--- src/cis_pkg.sv ---
`default_nettype none
// ----------------------------------------------------------------------------
// cis_pkg
// Shared types and constants for the compacting id set and its cells.
// ----------------------------------------------------------------------------
package cis_pkg;

  // fixed field widths of the request and result beats
  localparam int KIND_W  = 2;
  localparam int SLOT_W  = 6;
  localparam int COUNT_W = 7;

  // request kinds, the unused code behaves as a check
  typedef enum logic [KIND_W-1:0] {
    KIND_ADD    = 2'd0,
    KIND_REMOVE = 2'd1,
    KIND_CHECK  = 2'd2
  } kind_e;

  // request sequencer states
  typedef enum logic [1:0] {
    S_IDLE,
    S_CMP,
    S_UPD
  } state_e;

  // per-cell control from the sequencer
  typedef struct packed {
    logic cmp;    // compare the stored entry against the key
    logic shift;  // take the entry of the upper neighbor
    logic load;   // store the key
  } cell_ctrl_t;

endpackage
`default_nettype wire

--- src/cis_cell.sv ---
`default_nettype none
// ----------------------------------------------------------------------------
// cis_cell
// One slot of the id set: holds an entry, compares it against the broadcast
// key and hands it down to its lower neighbor on compaction.
// ----------------------------------------------------------------------------
module cis_cell #(
  parameter int ID_WIDTH = 32
) (
  input  wire logic                 clk_i,
  input  wire logic                 rst_ni,
  input  wire cis_pkg::cell_ctrl_t  ctrl_i,
  input  wire logic [ID_WIDTH-1:0]  key_i,
  input  wire logic [ID_WIDTH-1:0]  next_i,
  output logic      [ID_WIDTH-1:0]  entry_o,
  output logic                      match_o
);

  logic [ID_WIDTH-1:0] entry_q;
  logic                match_q;
  logic                hit;

  // the empty marker never matches
  assign hit = (entry_q == key_i) && (key_i != {ID_WIDTH{1'b1}});

  // stored entry, empty after reset
  always_ff @(posedge clk_i or negedge rst_ni) begin
    if (!rst_ni) begin
      entry_q <= {ID_WIDTH{1'b1}};
    end else if (ctrl_i.shift) begin
      entry_q <= next_i;
    end else if (ctrl_i.load) begin
      entry_q <= key_i;
    end
  end

  // registered compare result
  always_ff @(posedge clk_i or negedge rst_ni) begin
    if (!rst_ni) begin
      match_q <= 1'b0;
    end else if (ctrl_i.cmp) begin
      match_q <= hit;
    end
  end

  assign entry_o = entry_q;
  assign match_o = match_q;

endmodule
`default_nettype wire
--- config.mk ---
export PLATFORM = sky130hd
export DESIGN_NAME = cis_cell
export DESIGN_NICKNAME = d
export VERILOG_FILES = /design/src/cis_pkg.sv /design/src/cis_cell.sv
export SDC_FILE = /design/constraint.sdc
export NUM_CORES = 1
export LEC_CHECK = 0
export BUFFER_PORTS_ARGS = -buffer_cell sky130_fd_sc_hd__buf_4
export CELL_PAD_IN_SITES_DETAIL_PLACEMENT = 0
export CELL_PAD_IN_SITES_GLOBAL_PLACEMENT = 1
export CORE_MARGIN = 2
export CORE_UTILIZATION = 35
export DETAILED_ROUTE_END_ITERATION = 6
export HOLD_SLACK_MARGIN = 0.02
export PLACE_DENSITY = 0.94
export SLEW_MARGIN = 20
export SYNTH_ARGS = -nofsm -noshare
export SYNTH_HDL_FRONTEND = slang
export SYNTH_SLANG_ARGS = --single-unit
--- constraint.sdc ---
create_clock -name clk_i -period 2.7 [get_ports clk_i]
set_clock_uncertainty 0.15 [all_clocks]
set_input_delay 0.54 -clock clk_i [delete_from_list [all_inputs] [get_ports clk_i]]
set_output_delay 0.54 -clock clk_i [all_outputs]
set_load 0.005 [all_outputs]
==> impl_metrics.csv <==
group,metric,value,unit
setup_path,critical-path-top-delay-family,"flip-flops",
timing,setup_tns_after_final_layout,0,ns
floorplan,effective_utilization_at_floorplan,35.7,%
synthesis,largest_family_of_logic_cells_by_synthesized_area,"multiplexers",
final_layout,insertedDiodeCount,0,
route,detailed_route_wire_length_per_cell,14.9,um
timing,grt_setup_unrepaired,"false",
setup_path,setup.worst_path.start_class,"register",
power,worst_ir_drop_vdd,0.000196,V
setup_path,crit_path_max_fanout,3,
route,amount_of_wire_on_met2_after_detailed_routing,2.56,mm
final_layout,flow.area_growth_from_synthesis,46.6,%
clock_network,clock_tree_from_tritoncts,"yes",
timing,max_freq,604,MHz
synthesis,netlist_instances,195,
synthesis,synth_mux_area_share,16.5,%
grt,globalRoute.totalOverflow,0,
setup_path,critical_path_buf_inv_count,1,
setup_path,regToRegSetupSlack,1.10,ns
job,timing.max_cap.violations,0,
route,met1_wl,2.42,mm
timing,maxSlewHeadroom,62.4,%
synthesis,syn-cell-area,1940,um^2
clock_network,worst_setup_hold_path_clk_slew,0.07,ns
grt,antenna_found_initial,0,
clock_network,max_h_tree_level,2,
setup_path,worst_setup_path_end_kind,"primary output",
timing,finalMaxSlewViolations,0,
setup_path,cpMaxStageDelayCell,"dfstp_2",
setup_path,r2r_end,"match_o",
status,status,"finished, final reports clean",
placed_design,finalWeightedCongestion,0.762,
synthesis,yosys.area_share.simple,13.0,%
clock_network,clock_tree.buffer_depth,2,
setup_path,critical_path.max_stage_delay,0.57,ns
final_layout,total_area_of_multi_input_combinational_cells,1030,um^2
clock_network,ctsHoldBuffers,0,
floorplan,die_w,78.4,um
hold_path,hold_path_class,"in -> async",
timing,report.final.setup_viol,0,
final_layout,final-instance-count-excl-fill,365,
synthesis,avgSynthCellArea,9.95,um^2
synthesis,yosys_warnings,0,
power,fin_total_pwr,1360,uW
clock_network,numCtsBuffers,5,
synthesis,synth.net_count,264,
timing,worst_slew_pin_slew,0.564,ns
synthesis,sequential_element_share_of_the_synthesized_area,44.6,%
placed_design,placedCellCount,357,
synthesis,synth_seq_cells,33,
placed_design,dp_wirelength,4.13,mm
timing,hold_violations,0,
grt,global_route.usage.total,17.9,%
setup_path,critPathRequiredTime,2.01,ns
route,drtAntennaViolNets,0,
route,detailroute.via_count,1780,
timing,final_min_period_over_clock_period,61.3,%
placed_design,place.port_buffers,101,
floorplan,pin_count,102,
synthesis,synth.distinct_cells,17,
synthesis,adder_and_majority_gate_portion_of_the_synthesized_area,0,%
power,power-per-cell-area,480,nW/um^2
synthesis,synth_xor_xnor_area_share,14.5,%
clock_network,clk_root_buffer_cell,"clkbuf_8",
final_layout,final_layout_size_suffix_gt1_share,48.1,%
grt,via_count_of_the_first_global_routing_pass,1780,
final_layout,nFillCells,534,
setup_path,critPathKind,"reg -> out",
route,routed-wl-met3,388,um
setup_path,crit_arrival,0.97,ns
setup_path,worst_r2r_path_depth,4,
route,routed_wl,5.44,mm
route,top_layer,"met4",
power,p_leak,0.00135,uW
final_layout,area.sequential,866,um^2
timing,final.min_clock_period,1.66,ns
clock_network,post_cts_resized,0,
floorplan,die-area,6150,um^2
floorplan,row_count,27,
grt,grt_start_max_net_pins,65,
setup_path,regToRegStartpoint,"entry_o[29]",
clock_network,postCtsSetupRepairBufs,0,
clock_network,clk_latency,0.28,ns
clock_network,clock_sink_count,33,
final_layout,final_nets,361,
grt,grt_pass1_wl,8.54,mm
floorplan,die_y,78.4,um
route,drtPass1Iterations,5,
setup_path,timing.critical_path.cells,"buf_4",
synthesis,synth_compound_area_share,9.10,%
route,post-route-drc-count,0,
floorplan,core_area,5440,um^2
route,detail_route.iter0.violations,53,
route,route.detailed.vias_per_inst,4.88,
setup_path,critical_path_cell_count,1,
==> cells in the final DEF (no fill, tap or decap) <==
cell type and count:
nor3_1 1, nand2_1 32, dfrtp_1 1, o21ai_0 32
dfstp_2 32, nand3_1 1, nor4_1 7, clkbuf_8 7
mux2i_1 32, o31ai_1 1, clkinv_2 1, nand4_1 9
or4_1 2, o2111ai_1 1, xor2_1 31, nand2b_1 1
xnor2_1 1, buf_4 101
==> report_power, final <==
part	leakage [uW]	total (uW)	internal, uW	switching (uW)
combinational	0.000943	331	186	145
sequential	0.000350	620	575	45.0
clock	0.0000542	414	230	183
==> synthesized netlist by cell type <==
cell type  instances  area share [%]
xnor2_1            1            0.45
xor2_1            31              14
nand2_1           32             6.2
o2111ai_1          1            0.45
nor3_1             1            0.26
nor4_1             7             2.3
mux2i_1           32              17
nand3_1            1            0.26
clkbuf_1           8             1.5
o31ai_1            1            0.39
o21ai_0           32             8.3
nand4_1            9             2.9
or4_1              2            0.77
nand2b_1           1            0.32
dfrtp_1            1             1.3
buf_2              3            0.77
dfstp_2           32              43
==> per-layer routing <==
layer	global-route usage, %	up-vias
met4	4.74	0
met1	23.6	822
met2	29.2	69
met5	0	-
met3	4.48	7
li1	-	882
==> through the flow <==
step	cell area, um^2	util [%]	setup WS [ns]	hold WS [ns]
after floorplan	1940	-	1.03	0.0944
after global placement	2740	50.4	0.828	0.326
after detailed placement	2740	50.4	0.822	0.338
after CTS	2840	52.3	1.03	0.0549
after global routing	2840	52.3	0.977	0.0754
final	2840	52.3	1.04	0.0469
==> cell type report <==
type                    count  share of cell area, %
well taps                  72                   3.17
clock inverters             1                  0.176
flip-flops and latches     33                   30.4
clock buffers               7                   3.39
repair buffers            101                   26.7
multi-input cells         151                   36.2
==> worst max path at each step <==
stage / start / end / slack, ns
after detailed placement: key_i[14] / match_o / 0.82
after global routing: entry_o[25] / match_o / 0.98
after CTS: entry_o[28] / entry_o[28] / 1.03
final: entry_o[28] / entry_o[28] / 1.04
after floorplan: key_i[6] / match_o / 1.03
after global placement: key_i[14] / match_o / 0.83
==> state kept, by name (all words and copies together) (netlist names) <==
signal / count
entry_o: 32
match_o: 1
==> cell families (layout without fill, tap and decap cells) <==
logic type / count (synthesis) / in the layout
compound gates: 34 / 34
buf+inv: 11 / 109
mux: 32 / 32
xor+xnor: 32 / 32
flops: 33 / 33
simple gates: 53 / 53
(Power assumes the default switching activity.)
